===== config.mk =====
export PLATFORM = sky130hd
export DESIGN_NAME = pcpa_head_file
export DESIGN_NICKNAME = d
export VERILOG_FILES = /design/src/rtl/core/pcpa_head_file.sv
export SDC_FILE = /design/constraint.sdc
export NUM_CORES = 1
export LEC_CHECK = 0
export ABC_CLOCK_PERIOD_IN_PS = 1900
export BUFFER_PORTS_ARGS = -buffer_cell sky130_fd_sc_hd__buf_2
export CAP_MARGIN = 10
export CORE_ASPECT_RATIO = 1.2
export CORE_MARGIN = 2
export CORE_UTILIZATION = 55
export CTS_CLUSTER_DIAMETER = 60
export DETAILED_ROUTE_END_ITERATION = 10
export HOLD_SLACK_MARGIN = 0.03
export PLACE_DENSITY = 0.74
export REMOVE_ABC_BUFFERS = 1
export SYNTH_ARGS = -nofsm -noshare
export SYNTH_HDL_FRONTEND = slang
export SYNTH_SLANG_ARGS = --single-unit

===== constraint.sdc =====
create_clock -name clk -period 1.9 [get_ports clk]
set_input_delay 0.19 -clock clk [delete_from_list [all_inputs] [get_ports clk]]
set_output_delay 0.19 -clock clk [all_outputs]
set_load 0.005 [all_outputs]

===== src/rtl/core/pcpa_head_file.sv =====
`timescale 1ns / 1ps
`default_nettype none
// ----------------------------------------------------------------------------
// pcpa_head_file
// List head per requester, one read and one write port, reset to list end.
// ----------------------------------------------------------------------------
module pcpa_head_file #(
  parameter int NUM_CPUS  = 8,
  parameter int NUM_PAGES = 1024,
  parameter int CW        = 3,
  parameter int LW        = 11
) (
  input  wire logic          clk,
  input  wire logic          rst_n,
  input  wire logic [CW-1:0] rd_idx,
  output logic      [LW-1:0] rd_head,
  input  wire logic          wr_en,
  input  wire logic [CW-1:0] wr_idx,
  input  wire logic [LW-1:0] wr_head
);

  localparam logic [LW-1:0] LIST_END = LW'(NUM_PAGES);

  logic [LW-1:0] head_r [NUM_CPUS];

  always_ff @(posedge clk) begin
    for (int i = 0; i < NUM_CPUS; i++) begin
      if (!rst_n) begin
        head_r[i] <= LIST_END;
      end else if (wr_en && (wr_idx == CW'(i))) begin
        head_r[i] <= wr_head;
      end
    end
  end

  // Indexes beyond the last requester never occur; they read as list end.
  always_comb begin
    rd_head = LIST_END;
    for (int i = 0; i < NUM_CPUS; i++) begin
      if (rd_idx == CW'(i)) begin
        rd_head = head_r[i];
      end
    end
  end

endmodule
`default_nettype wire


==> run summary, run 1 <==
count of pins over their slew limit - 0
hold path cells - 2
number of flip-flops under the largest register name - 88
fin cells - 470
number of DRC markers in iteration 0 - 171
area of the die - 0.00838 mm^2
Critical Path AT - 1610 ps
Syn Std Cell Area - 0.00421 mm^2
clock tree from TritonCTS - built
total negative setup slack - 0 ps
first-pass iteration count of the detailed router - 5
final setup violating endpoints - 0
Overflow after GRT - 0
kind of critical path - flop to output pin
Worst setup SP type - flop
io pins - 31
htree depth - 3
switching share of power - 0.224
Antenna Violating Nets Remaining - 0
clk sinks - 88
fin nets - 397
worst-path fanout max - 1
library cell occupying the most area in the post-synthesis netlist - sky130_fd_sc_hd__edfxtp_1
power per standard cell area - 847 mW/mm^2
required time reported for the critical path endpoint - 1710 ps
global placer's final weighted congestion - 0.747
worst-case hold path end point - head_r[0][20]
initial antenna violation count - 0
DRC Markers - 0
per-cell via count in the routed design - 6.03
postcts setup bufs - 0
detailed-placement wirelength estimate - 6190 um
Die Wd - 83.9 um
Worst Max-Slew Pin Slew - 456 ps
vias in the first global route - 2930
largest registers ranked by flip-flop count - head_r x88
count of instances resized after the clock tree is built - 0
utilization after layout - 0.652
unrepaired setup endpoints after global routing - no
relative contribution of the clock network to total power - 0.330
number of input and output port buffers inserted - 30
routed length per instance - 21.3 um
minimum clock period - 1800 ps
Synthesis Warnings - 0
Area contributors post-synth - sky130_fd_sc_hd__edfxtp_1 (63%), sky130_fd_sc_hd__and2_1 (12%), sky130_fd_sc_hd__a21o_1 (3.2%)
register with the most flip-flops - head_r
final hold violations - 0
Std-Cell Rows - 34
Hold Crit Class - input port to flop
total track usage - 0.255
share of power burned in registers - 0.566
Antenna Cells - 0
Layout Area Growth over Synthesis - 14.0%
overall via count from detail_route - 2832
gate count after technology mapping - 326
placeable core area - 0.00736 mm^2
total net switching power - 909 uW
maximum number of pins on one net before global-route repair - 30
total wirelength of the detailed-routed design - 9990 um
maximum ir drop on the vdd rail - 0.642 mV
root cell of the clock tree - sky130_fd_sc_hd__clkbuf_8
maximum clock path buffer count - 2
type of element capturing the critical path - output pin
number of clock buffers inserted by TritonCTS - 9
proportion of netlist area held by the largest area contributor - 0.627
worst slew slack as a fraction of its limit - 0.695
starting density of the core - 0.572
CTS Hold Buffers Added - 0
logic gate share of total power - 0.104
fraction of final layout cells sized beyond drive strength 1 - 0.218
number of max-cap violations - 0
Die Height - 99.9 um
fraction of the yosys area taken by sequential cells - 0.627
portion of the clock cycle consumed by the worst path in the final layout - 0.946
fmax - 556 MHz
origin of the worst min-delay path - wr_head[9]
clock transition at the registers of the reported paths - 80 ps
number of different library cells in the post-synthesis netlist - 33
outcome - complete, no violations
cell-internal power - 3160 uW
instance count after placement with tap cells included - 456
Post-Syn Area per Cell - 12.9 um^2
post-synthesis register bit count - 88
global-route wire length before repair - 15500 um
leakage power - 0.00181 uW
[area by class of cell]
cell class                 count  area [um^2]
timing repair buffer          59          380
multi-input combinational    219         1470
tap                           90          113
fill                         578         2560
clock inverter                 5         73.8
clock buffer                   9          124
sequential                    88         2640
[cell families (layout without fill, tap and decap cells)]
group                  after synthesis  in the layout  share of synthesized area
AO/OA/AOI/OAI                       67             67                      0.114
buffers and inverters               19             73                     0.0264
flip-flops                          88             88                      0.627
multiplexers                        14             14                     0.0395
AND/OR/NAND/NOR                    138            138                      0.193
[per-layer routing]
metal  wire, um  global-route usage
met1       3930               0.322
met3        672              0.0419
met4        325               0.130
met2       5060               0.430
met5          0                   0
[per-stage QoR]
step	area (um^2)	hold slack [ps]	total power [uW]	worst slack [ps]
floorplan	4100	368	2530	232
global route	4800	194	4190	39.3
detailed placement	4600	545	2770	161
finish	4800	181	4060	102
global placement	4600	541	2750	202
CTS	4800	174	4070	75.7
[cells in the mapped netlist]
library cell / n
sky130_fd_sc_hd__buf_1: 1
sky130_fd_sc_hd__o21ai_0: 9
sky130_fd_sc_hd__and2_1: 80
sky130_fd_sc_hd__a31oi_1: 9
sky130_fd_sc_hd__nand2_2: 1
sky130_fd_sc_hd__buf_12: 1
sky130_fd_sc_hd__or3_1: 6
sky130_fd_sc_hd__a21o_1: 18
sky130_fd_sc_hd__a211oi_1: 9
sky130_fd_sc_hd__or2_2: 5
sky130_fd_sc_hd__buf_6: 1
sky130_fd_sc_hd__nor3_1: 2
sky130_fd_sc_hd__o31ai_1: 2
sky130_fd_sc_hd__o211ai_1: 2
sky130_fd_sc_hd__mux4_2: 2
sky130_fd_sc_hd__buf_4: 1
sky130_fd_sc_hd__nand3b_1: 1
sky130_fd_sc_hd__a22oi_1: 9
sky130_fd_sc_hd__or2_0: 3
sky130_fd_sc_hd__nor2b_1: 10
sky130_fd_sc_hd__a221oi_1: 9
sky130_fd_sc_hd__clkbuf_2: 1
sky130_fd_sc_hd__mux2i_1: 11
sky130_fd_sc_hd__nand2b_1: 5
sky130_fd_sc_hd__nand2_1: 13
sky130_fd_sc_hd__mux2_2: 1
sky130_fd_sc_hd__edfxtp_1: 88
sky130_fd_sc_hd__nor2_1: 8
sky130_fd_sc_hd__or2_1: 1
sky130_fd_sc_hd__nand3_1: 1
sky130_fd_sc_hd__clkbuf_1: 5
sky130_fd_sc_hd__buf_2: 9
sky130_fd_sc_hd__and2b_1: 2
[worst max-delay path by stage]
stage                        startpoint            to  cells past startpoint
after detailed placement      rd_idx[0]    rd_head[0]                      7
after CTS                 head_r[1][21]   rd_head[10]                      3
after floorplan               wr_idx[2]  head_r[0][0]                      2
final                     head_r[0][21]   rd_head[10]                      3
after global placement        rd_idx[0]    rd_head[0]                      7
after global routing      head_r[1][10]   rd_head[10]                      3
[critical path, stage by stage, from the launching register on]
cell                       delay [ps]
sky130_fd_sc_hd__edfxtp_1         390
sky130_fd_sc_hd__mux4_2           460
sky130_fd_sc_hd__mux2_2           290
sky130_fd_sc_hd__buf_2            130
[placed cells by master (no fill, tap or decap)]
cell type	instances
sky130_fd_sc_hd__edfxtp_1	88
sky130_fd_sc_hd__and2_1	80
sky130_fd_sc_hd__buf_2	30
sky130_fd_sc_hd__buf_4	28
sky130_fd_sc_hd__a21o_1	18
sky130_fd_sc_hd__nand2_1	13
sky130_fd_sc_hd__mux2i_1	11
sky130_fd_sc_hd__nor2b_1	10
sky130_fd_sc_hd__a22oi_1	9
sky130_fd_sc_hd__a221oi_1	9
sky130_fd_sc_hd__a211oi_1	9
sky130_fd_sc_hd__a31oi_1	9
sky130_fd_sc_hd__clkbuf_8	9
sky130_fd_sc_hd__nor2_1	8
sky130_fd_sc_hd__o21ai_1	6
sky130_fd_sc_hd__or3_1	6
sky130_fd_sc_hd__or2_2	5
sky130_fd_sc_hd__nand2b_1	5
sky130_fd_sc_hd__o21ai_0	3
sky130_fd_sc_hd__or2_0	3
sky130_fd_sc_hd__o211ai_1	2
sky130_fd_sc_hd__and2b_1	2
sky130_fd_sc_hd__o31ai_2	2
sky130_fd_sc_hd__mux4_2	2
sky130_fd_sc_hd__nor3_1	2
sky130_fd_sc_hd__clkinv_2	2
sky130_fd_sc_hd__bufinv_16	2
sky130_fd_sc_hd__nand2_2	1
sky130_fd_sc_hd__or2_1	1
sky130_fd_sc_hd__mux2_2	1
sky130_fd_sc_hd__nand3_1	1
sky130_fd_sc_hd__nand3b_1	1
sky130_fd_sc_hd__clkinv_1	1
sky130_fd_sc_hd__buf_12	1
[power by group through the flow]
stage	sequential (uW)	combinational [uW]	clock, uW
floorplan	2330	198	0
global placement	2340	413	0
detailed placement	2340	422	0
CTS	2300	424	1340
global route	2310	461	1420
finish	2300	422	1340
(Power assumes the default switching activity.)
==> run 2, diff against run 1 <==
CORE_UTILIZATION = 39   (was 55)
PLACE_DENSITY = not set   (was 0.74)
==> run 2 against run 1 <==
Maximum frequency rose by 2.8%. Power up 12%. Die area grew 39%. Wire length rose by 0.80%. Worst setup slack improved by 48 ps. Flip-flop and latch count unchanged. Core utilization decreased by 18 points. Sequential power is essentially flat. Critical path depth is the same. Via count is 3.1% lower. Worst hold slack better by 29 ps. Non-clock buffer count shrank 2. Largest power group unchanged.
==> run summary, run 2 (synthesized netlist as in run 1, its figures left out) <==
overall via count from detail_route - 2743
DRC Markers - 0
postcts setup bufs - 0
number of flip-flops under the largest register name - 88
vias in the first global route - 2760
Die Wd - 98.9 um
DR WL met2 - 4840 um
uppermost layer routed - met4
Overflow after GRT - 0
worst-path fanout max - 1
Critical Path AT - 1560 ps
commonest non-fill, non-tap cells in the layout - sky130_fd_sc_hd__edfxtp_1 (88), sky130_fd_sc_hd__and2_1 (80), sky130_fd_sc_hd__buf_2 (30)
placeable core area - 0.0105 mm^2
met3 WL post-DR - 353 um
power per standard cell area - 919 mW/mm^2
Worst Max-Slew Pin Slew - 1010 ps
Met1 Wirelength - 4450 um
htree depth - 3
total track usage - 0.182
fin nets - 395
global placer's final weighted congestion - 0.735
cell with the largest stage delay on the worst path - sky130_fd_sc_hd__mux4_2
required time reported for the critical path endpoint - 1710 ps
CTS Hold Buffers Added - 0
final hold violations - 0
Die Height - 118 um
leakage power - 0.00184 uW
first-pass iteration count of the detailed router - 4
starting density of the core - 0.400
io pins - 31
root cell of the clock tree - sky130_fd_sc_hd__clkbuf_16
Crit path buffers/inverters - 1
fmax - 572 MHz
total negative setup slack - 0 ps
Antenna Violating Nets Remaining - 0
Layout Area Growth over Synthesis - 17.3%
portion of the clock cycle consumed by the worst path in the final layout - 0.921
unrepaired setup endpoints after global routing - no
clock transition at the registers of the reported paths - 60 ps
maximum number of pins on one net before global-route repair - 23
most frequent standard cell in the layout excluding fill and tap cells - sky130_fd_sc_hd__edfxtp_1
number of input and output port buffers inserted - 30
final setup violating endpoints - 0
crit-path cells - mux4_2 > mux2_2 > buf_2
count of filler cells inserted in the layout - 937
largest registers ranked by flip-flop count - head_r x88
count of pins over their slew limit - 0
total wirelength of the detailed-routed design - 10100 um
minimum clock period - 1750 ps
register with the most flip-flops - head_r
number of clock buffers inserted by TritonCTS - 9
max incr delay on CP - 480 ps
initial antenna violation count - 0
fraction of final layout cells sized beyond drive strength 1 - 0.211
kind of critical path - flop to output pin
utilization after layout - 0.470
routed length per instance - 19.8 um
maximum clock path buffer count - 2
per-cell via count in the routed design - 5.40
number of DRC markers in iteration 0 - 171
clock tree from TritonCTS - built
kind of cell adding the most delay to the critical path - multiplexers
Std-Cell Rows - 41
detailed-placement wirelength estimate - 6250 um
clk sinks - 88
maximum ir drop on the vdd rail - 0.460 mV
number of max-cap violations - 0
type of element capturing the critical path - output pin
global-route wire length before repair - 15500 um
Worst setup SP type - flop
Hold Crit Class - input port to flop
area of the die - 0.0116 mm^2
count of instances resized after the clock tree is built - 0
outcome - complete, no violations
worst slew slack as a fraction of its limit - 0.322
Antenna Cells - 0
## run 2: area by class of cell
class / instances / area, um^2 / share of cell area
Sequential cell: 88 / 2640 / 0.535
Multi-Input combinational cell: 219 / 1470 / 0.297
Timing Repair Buffer: 57 / 365 / 0.0740
Clock buffer: 10 / 229 / 0.0464
Tap cell: 129 / 161 / 0.0327
Clock inverter: 5 / 72.6 / 0.0147
## run 2: stage by stage
step	setup WS (ps)	hold WS, ps	power (uW)	cells	instance area (um^2)
finish	151	211	4540	508	4940
global route	92.6	224	4690	508	4940
CTS	128	197	4570	508	4940
detailed placement	159	550	2770	493	4640
global placement	226	545	2760	493	4640
floorplan	232	368	2530	307	4100
## run 2: path summary, 6_finish.rpt
kind,start,slack (ps),cells after the start,to
setup / recovery,head_r[1][43],150,3,rd_head[10]
hold / removal,wr_head[10],210,2,head_r[1][10]
## run 2: power breakdown
group	internal [uW]	total [uW]	switching [uW]
Sequential	2260	2300	34.3
Clock	1130	1810	681
Combinational	177	426	249
Total	3570	4540	964
## run 2: metal layers
layer  track usage  vias to the layer above
met3        0.0273                       29
met1         0.234                     1345
met4         0.110                        0
li1              -                     1304
met5             0                        -
met2         0.289                       65
