`src/rtl/core/pcpa_pkg.sv`:
```
`timescale 1ns / 1ps
`default_nettype none
// ----------------------------------------------------------------------------
// pcpa_pkg
// Shared types and constants of the per-CPU page allocator.
// ----------------------------------------------------------------------------
package pcpa_pkg;

  localparam int PAGE_W    = 10;
  localparam int CPU_W     = 3;
  localparam int LIMIT_W   = 11;
  localparam int BATCH_W   = 11;
  localparam int CFG_IDX_W = 2;
  localparam int CFG_DAT_W = 11;
  // Wide enough to compare any page or requester against the size parameters.
  localparam int PCMP_W    = 17;
  localparam int CCMP_W    = 5;

  localparam logic OP_ALLOC = 1'b0;
  localparam logic OP_FREE  = 1'b1;

  localparam logic [CFG_IDX_W-1:0] CFG_FIRST_PAGE  = 2'd0;
  localparam logic [CFG_IDX_W-1:0] CFG_PAGE_LIMIT  = 2'd1;
  localparam logic [CFG_IDX_W-1:0] CFG_STEAL_BATCH = 2'd2;

  localparam logic [PAGE_W-1:0]  FIRST_PAGE_RST  = 10'd0;
  localparam logic [LIMIT_W-1:0] PAGE_LIMIT_RST  = 11'd1024;
  localparam logic [BATCH_W-1:0] STEAL_BATCH_RST = 11'd64;

  typedef enum logic [1:0] {
    STAT_OK    = 2'd0,
    STAT_OOM   = 2'd1,
    STAT_RANGE = 2'd2
  } status_t;

  typedef struct packed {
    logic [PAGE_W-1:0]  first_page;
    logic [LIMIT_W-1:0] page_limit;
    logic [BATCH_W-1:0] steal_batch;
  } cfg_t;

  typedef struct packed {
    logic [PAGE_W-1:0] granted_page;
    status_t           status;
  } res_t;

endpackage
`default_nettype wire

```
`src/rtl/core/pcpa_seq.sv`:
```
`timescale 1ns / 1ps
`default_nettype none
// ----------------------------------------------------------------------------
// pcpa_seq
// Sequencer: free, pop, donor scan and page-by-page steal over the head
// file and the link memory.
// ----------------------------------------------------------------------------
module pcpa_seq #(
  parameter int NUM_CPUS  = 8,
  parameter int NUM_PAGES = 1024,
  parameter int CW        = 3,
  parameter int PW        = 10,
  parameter int LW        = 11
) (
  input  wire logic                      clk,
  input  wire logic                      rst_n,
  input  wire logic                      in_accept,
  input  wire logic                      in_operation,
  input  wire logic [pcpa_pkg::CPU_W-1:0]  in_requester,
  input  wire logic [pcpa_pkg::PAGE_W-1:0] in_page_number,
  input  wire pcpa_pkg::cfg_t            cfg,
  output logic                           idle,
  input  wire logic                      res_free,
  output logic                           res_valid,
  output pcpa_pkg::res_t                 res,
  output logic [CW-1:0]                  hd_rd_idx,
  input  wire logic [LW-1:0]             hd_rd_head,
  output logic                           hd_wr_en,
  output logic [CW-1:0]                  hd_wr_idx,
  output logic [LW-1:0]                  hd_wr_head,
  output logic                           lk_rd_en,
  output logic [PW-1:0]                  lk_rd_addr,
  input  wire logic [LW-1:0]             lk_rd_data,
  output logic                           lk_wr_en,
  output logic [PW-1:0]                  lk_wr_addr,
  output logic [LW-1:0]                  lk_wr_data
);
  import pcpa_pkg::*;

  localparam logic [LW-1:0] LIST_END = LW'(NUM_PAGES);

  typedef enum logic [2:0] {
    S_IDLE, S_START, S_SCAN, S_STEAL_CHK, S_STEAL_MV, S_POP_RD, S_POP_WB, S_DONE
  } state_t;

  state_t               state_r, state_nxt;
  logic                 op_r;
  logic [CPU_W-1:0]     req_r;
  logic [PAGE_W-1:0]    page_r;
  logic [LW-1:0]        req_head_r, req_head_nxt;
  logic [LW-1:0]        don_head_r, don_head_nxt;
  logic [CW-1:0]        don_r, don_nxt;
  logic [CW-1:0]        scan_r, scan_nxt;
  logic [BATCH_W-1:0]   left_r, left_nxt;
  res_t                 res_r, res_nxt;

  logic                 cpu_ok;
  logic                 page_ok;
  logic [CW-1:0]        cpu_idx;
  logic [LW-1:0]        link_clip;

  function automatic logic is_page(input logic [LW-1:0] v);
    return v < LIST_END;
  endfunction

  assign cpu_idx   = CW'(req_r);
  assign cpu_ok    = CCMP_W'(req_r) < CCMP_W'(NUM_CPUS);
  assign page_ok   = (page_r >= cfg.first_page) &&
                     ({1'b0, page_r} < cfg.page_limit) &&
                     (PCMP_W'(page_r) < PCMP_W'(NUM_PAGES));
  // A corrupt link beyond the last page ends the list.
  assign link_clip = is_page(lk_rd_data) ? lk_rd_data : LIST_END;

  always_comb begin
    state_nxt    = state_r;
    req_head_nxt = req_head_r;
    don_head_nxt = don_head_r;
    don_nxt      = don_r;
    scan_nxt     = scan_r;
    left_nxt     = left_r;
    res_nxt      = res_r;
    hd_rd_idx    = (state_r == S_SCAN) ? scan_r : cpu_idx;
    hd_wr_en     = 1'b0;
    hd_wr_idx    = cpu_idx;
    hd_wr_head   = LIST_END;
    lk_rd_en     = 1'b0;
    lk_rd_addr   = don_head_r[PW-1:0];
    lk_wr_en     = 1'b0;
    lk_wr_addr   = don_head_r[PW-1:0];
    lk_wr_data   = req_head_r;

    unique case (state_r)
      S_IDLE: begin
        if (in_accept) begin
          state_nxt = S_START;
        end
      end
      S_START: begin
        res_nxt.granted_page = '0;
        res_nxt.status       = STAT_OK;
        state_nxt            = S_DONE;
        if (op_r == OP_FREE) begin
          if (!cpu_ok || !page_ok) begin
            res_nxt.status = STAT_RANGE;
          end else begin
            lk_wr_en   = 1'b1;
            lk_wr_addr = PW'(page_r);
            lk_wr_data = hd_rd_head;
            hd_wr_en   = 1'b1;
            hd_wr_head = LW'(page_r);
          end
        end else if (!cpu_ok) begin
          res_nxt.status = STAT_OOM;
        end else begin
          req_head_nxt = hd_rd_head;
          scan_nxt     = '0;
          state_nxt    = is_page(hd_rd_head) ? S_POP_RD : S_SCAN;
        end
      end
      S_SCAN: begin
        if ((scan_r != cpu_idx) && is_page(hd_rd_head)) begin
          don_nxt      = scan_r;
          don_head_nxt = hd_rd_head;
          left_nxt     = cfg.steal_batch;
          state_nxt    = S_STEAL_CHK;
        end else if (scan_r == CW'(NUM_CPUS - 1)) begin
          state_nxt = S_POP_RD;
        end else begin
          scan_nxt = scan_r + 1'b1;
        end
      end
      S_STEAL_CHK: begin
        if ((left_r != '0) && is_page(don_head_r)) begin
          lk_rd_en  = 1'b1;
          state_nxt = S_STEAL_MV;
        end else begin
          hd_wr_en   = 1'b1;
          hd_wr_idx  = don_r;
          hd_wr_head = don_head_r;
          state_nxt  = S_POP_RD;
        end
      end
      S_STEAL_MV: begin
        // Move the donor's head page onto the requester's list.
        lk_wr_en     = 1'b1;
        don_head_nxt = link_clip;
        req_head_nxt = don_head_r;
        left_nxt     = left_r - 1'b1;
        state_nxt    = S_STEAL_CHK;
      end
      S_POP_RD: begin
        if (is_page(req_head_r)) begin
          lk_rd_en   = 1'b1;
          lk_rd_addr = req_head_r[PW-1:0];
          state_nxt  = S_POP_WB;
        end else begin
          res_nxt.status = STAT_OOM;
          state_nxt      = S_DONE;
        end
      end
      S_POP_WB: begin
        hd_wr_en             = 1'b1;
        hd_wr_head           = link_clip;
        res_nxt.granted_page = PAGE_W'(req_head_r);
        state_nxt            = S_DONE;
      end
      S_DONE: begin
        if (res_free) begin
          state_nxt = S_IDLE;
        end
      end
      default: begin
        state_nxt = S_IDLE;
      end
    endcase
  end

  always_ff @(posedge clk) begin
    if (!rst_n) begin
      state_r <= S_IDLE;
    end else begin
      state_r <= state_nxt;
    end
    if (in_accept && (state_r == S_IDLE)) begin
      op_r   <= in_operation;
      req_r  <= in_requester;
      page_r <= in_page_number;
    end
    req_head_r <= req_head_nxt;
    don_head_r <= don_head_nxt;
    don_r      <= don_nxt;
    scan_r     <= scan_nxt;
    left_r     <= left_nxt;
    res_r      <= res_nxt;
  end

  assign idle      = (state_r == S_IDLE);
  assign res_valid = (state_r == S_DONE) && res_free;
  assign res       = res_r;

endmodule
`default_nettype wire

```
`config.mk`:
```
export PLATFORM = sky130hd
export DESIGN_NAME = pcpa_seq
export DESIGN_NICKNAME = d
export VERILOG_FILES = /design/src/rtl/core/pcpa_pkg.sv /design/src/rtl/core/pcpa_seq.sv
export SDC_FILE = /design/constraint.sdc
export NUM_CORES = 1
export LEC_CHECK = 0
export ABC_AREA = 0
export BUFFER_PORTS_ARGS = -buffer_cell sky130_fd_sc_hd__buf_2
export CAP_MARGIN = 10
export CORE_MARGIN = 4
export CORE_UTILIZATION = 57
export CTS_BUF_LIST = sky130_fd_sc_hd__clkbuf_4
export DETAILED_ROUTE_END_ITERATION = 10
export GPL_ROUTABILITY_DRIVEN = 1
export PLACE_DENSITY = 0.89
export SLEW_MARGIN = 20
export SYNTH_ARGS = -nofsm -noshare
export SYNTH_HDL_FRONTEND = slang
export SYNTH_SLANG_ARGS = --single-unit
```
`constraint.sdc`:
```
create_clock -name clk -period 8.45 [get_ports clk]
set_clock_uncertainty 0.2 [all_clocks]
set_input_delay 0.845 -clock clk [delete_from_list [all_inputs] [get_ports clk]]
set_output_delay 0.845 -clock clk [all_outputs]
set_load 0.005 [all_outputs]
```
==> metrics.md <==
| Metric | Value |
|---|---|
| Ant diodes | `0` |
| Setup repair after global routing missed its margin | `false` |
| WP data required | `about 7.4 ns` |
| Mapped Area | `~4100 um2` |
| Fin. Hold Viols | `0` |
| Combinational Power Share | `0.388` |
| Net Count, Synth | `491` |
| GPL Wtd Cong | `around 0.86` |
| Netlist cell types | `between 40 and 50` |
| Vias | `between 3000 and 4000` |
| Fin crit share | `0.534` |
| Clock power frac | `0.151` |
| Largest net degree at the start of global routing | `37` |
| Max transition margin | `0.251` |
| Starting DRT DRC Count | `309` |
| Minimum clock period | `between 4 and 5 ns` |
| CTS resizes | `0` |
| Antenna Violating Nets Remaining | `0` |
| Kind of end point of the critical path | `primary output` |
| Seq/Total Area, Yosys | `0.488` |
| Post-route DRC | `0` |
| Status | `complete, no violations` |
| Ratio of cells with drive above 1 in the final layout | `0.375` |
| Mapped Avg Cell Area | `roughly 10 um2` |
| Max Slew Vio Count | `0` |
| Root buffer cell | `clkbuf_4` |
| Fin area | `about 5000 um2` |
| Worst setup SP type | `flop` |
| Area after DPL | `a little under 5000 um2` |
| Max stage delay on crit path | `0.85 ns` |
| FF-to-FF path depth | `6` |
| Final #Nets | `slightly above 600` |
| Async set-reset flop share out of synthesis | `0` |
| Die Y | `just over 90 um` |
| Leading area contributor after synthesis | `edfxtp_1` |
| Layout area overhead | `21.8%` |
| Rows | `30` |
| Slowest cell on the critical path | `nor2_1` |
| Sw frac | `0.374` |
| Clock buffer depth | `2` |
| Grt ovf | `0` |
| Initial antenna violation count | `0` |
| Synth top area share | `0.474` |
| Seq cells post-synth | `68` |
| Clk slew on worst S/H paths | `0.10 ns` |
| F_max | `0.222 GHz` |
| Mapped Cells | `slightly below 400` |
| Total GRT Usage | `0.251` |
| Hold depth | `0` |
| VDD IR-drop max | `about 0.14 mV` |
| Reg power frac | `0.460` |
| TNS Setup | `0 ns` |
| Initial Utilization | `0.596` |
| Worst EP arrival | `3.46 ns` |
| Worst-margin pin slew | `approximately 1.1 ns` |
| PwrDens | `approximately 260 nW/um2` |
| Synth Flop Type | `edfxtp_1` |
| TritonCTS buffer count | `9` |
| Worst skew pair latency | `0.41 ns` |
| NetSw | `between 0.0004 and 0.0005 W` |
| # setup viols final | `0` |
| Leak | `2.28 nW` |
| DRT Wirelength | `10800 um` |
| EDFF count, synth | `65` |
| Core area | `around 6900 um2` |
| CTS HTree Levels | `3` |
| Die X | `about 93 um` |
| IO Pins | `between 100 and 150` |
| Vias in the first global route | `around 3500` |
| Critical setup path kind | `reg2out` |
| # port buffers | `between 100 and 150` |
| Detailed-placement wirelength estimate | `~8100 um` |
| CTS Sinks | `68` |
| Setup repair bufs after CTS | `0` |
| First-pass GRT wire length | `roughly 17000 um` |
| Die area | `8650 um2` |
| DR WL/cell | `roughly 17 um` |
| Ranking of synthesized cells by area | `edfxtp_1 (47%), mux2_2 (9.3%), ha_1 (6.7%), nand2_1 (5.6%), o21ai_0 (3.4%)` |
| Hold buffer count at cts | `0` |
| Worst-path maximum fanout | `22` |
| Synth warn | `0` |
| Hold crit path type | `reg2reg` |
| Max Cap Viol | `0` |
| Critical Path, Cell by Cell | `inv_1 -> or2_2 -> nor2_1 -> mux2_2 -> buf_2` |
| Routed vias/inst | `5.60` |
| TritonRoute pass-1 iters | `6` |
| Int Power | `roughly 0.0008 W` |
| CTS tree | `built` |
==> layout by cell type, fill, tap and decap left out, types with 2 or more instances in the layout <==
| cell type | netlist | final |
|---|---|---|
| and3_1 | 12 | 12 |
| nand2b_1 | 15 | 15 |
| edfxtp_1 | 65 | 65 |
| inv_1 | 28 | 28 |
| a211oi_1 | 2 | 2 |
| buf_4 | 0 | 4 |
| nand4_1 | 2 | 2 |
| ha_1 | 22 | 22 |
| or3_1 | 4 | 4 |
| nand3_1 | 2 | 2 |
| clkinv_2 | 0 | 2 |
| a221o_1 | 10 | 10 |
| nor2_1 | 29 | 29 |
| a21o_1 | 4 | 4 |
| xor2_1 | 2 | 2 |
| a21oi_1 | 15 | 14 |
| nor4_4 | 1 | 2 |
| o21ai_0 | 28 | 26 |
| nor2b_1 | 3 | 3 |
| xnor2_1 | 8 | 8 |
| and2_1 | 2 | 2 |
| dfxtp_1 | 3 | 3 |
| buf_2 | 2 | 136 |
| nor3_1 | 4 | 3 |
| nand2_1 | 61 | 61 |
| clkbuf_4 | 0 | 11 |
| mux2_2 | 34 | 34 |
==> registers in the layout, indices dropped and copies added (netlist names) <==
name and flops:
page_r 10, state_r 3, res 12, don_r 3, cpu_idx 3, left_r 11
req_head_r 11, don_head_r 11, op_r 1, scan_r 3
==> path summary, 6_finish.rpt <==
| path | slack (ns) | end | from |
|---|---|---|---|
| worst max-delay path | 3.94 | lk_rd_addr[9] | state_r[2]$_SDFFE_PN0P_ |
| worst min-delay path | 0.37 | don_r[2]$_DFFE_PP_ | scan_r[2]$_SDFFCE_PN0P_ |
| worst max register to register | 5.60 | state_r[0]$_SDFFE_PN0P_ | left_r[3]$_DFFE_PP_ |
| worst min register to register | 0.37 | don_r[2]$_DFFE_PP_ | scan_r[2]$_SDFFCE_PN0P_ |
==> layer usage <==
metal	global-route usage	up-vias	share of wire
met3	0.0410	19	0.081
met4	0.120	0	0.027
li1	-	1687	-
met1	0.318	1648	0.41
met2	0.420	160	0.48
met5	0	-	0
==> critical path: cells and delay by family, from the launching register on <==
family / cells / cell delay (ns)
mux: 1 / 0.43
flops: 1 / 0.84
buf+inv: 2 / 0.50
simple gates: 2 / 1.28
==> power by group through the flow <==
stage          combinational, W  clock (W)  sequential, W
6_report               0.000512   0.000199       0.000607
3_3_place_gp           0.000489          0       0.000607
4_1_cts                0.000511   0.000202       0.000605
3_5_place_dp           0.000508          0       0.000613
5_1_grt                0.000569   0.000217       0.000618
2_1_floorplan          0.000333          0       0.000569
==> final cells by class <==
cell class,count,area (um2)
Clock inverter,3,40.0
Sequential cell,68,2010
Timing Repair Buffer,140,711
Tap cell,96,120
Inverter,28,105
Clock buffer,11,82.6
Multi-Input combinational cell,281,1950
Fill cell,517,1890
==> cell families after synthesis <==
group | share of synthesized area
simple gates | 0.172
xor+xnor | 0.0213
buf+inv | 0.0462
flops | 0.488
compound gates | 0.112
mux | 0.0930
fa+ha+maj | 0.0668
==> per-stage QoR <==
step | std cells | total power [W] | setup WS, ns | hold WS [ns] | utilization
5_1_grt | 627 | 0.00140 | 3.79 | 0.384 | 0.726
3_3_place_gp | 613 | 0.00110 | 4.39 | 0.330 | 0.707
3_5_place_dp | 613 | 0.00112 | 4.26 | 0.339 | 0.707
4_1_cts | 627 | 0.00132 | 3.97 | 0.362 | 0.725
2_1_floorplan | 397 | 0.000902 | 4.68 | 0.298 | -
6_report | 627 | 0.00132 | 3.94 | 0.366 | 0.726
==> cell usage after synthesis, types with 2 or more instances <==
cell,number
ha_1,22
edfxtp_1,65
nand2_1,61
dfxtp_1,3
o21ai_0,28
nand2b_1,15
nand4_1,2
xor2_1,2
and2_1,2
and3_1,12
a21o_1,4
nand3_1,2
nor3_1,4
clkbuf_1,15
mux2_2,34
nor2_1,29
or3_1,4
nor2b_1,3
buf_2,2
a221o_1,10
xnor2_1,8
buf_1,2
a21oi_1,15
inv_1,28
a211oi_1,2
Power figures use the tool's default switching activity.
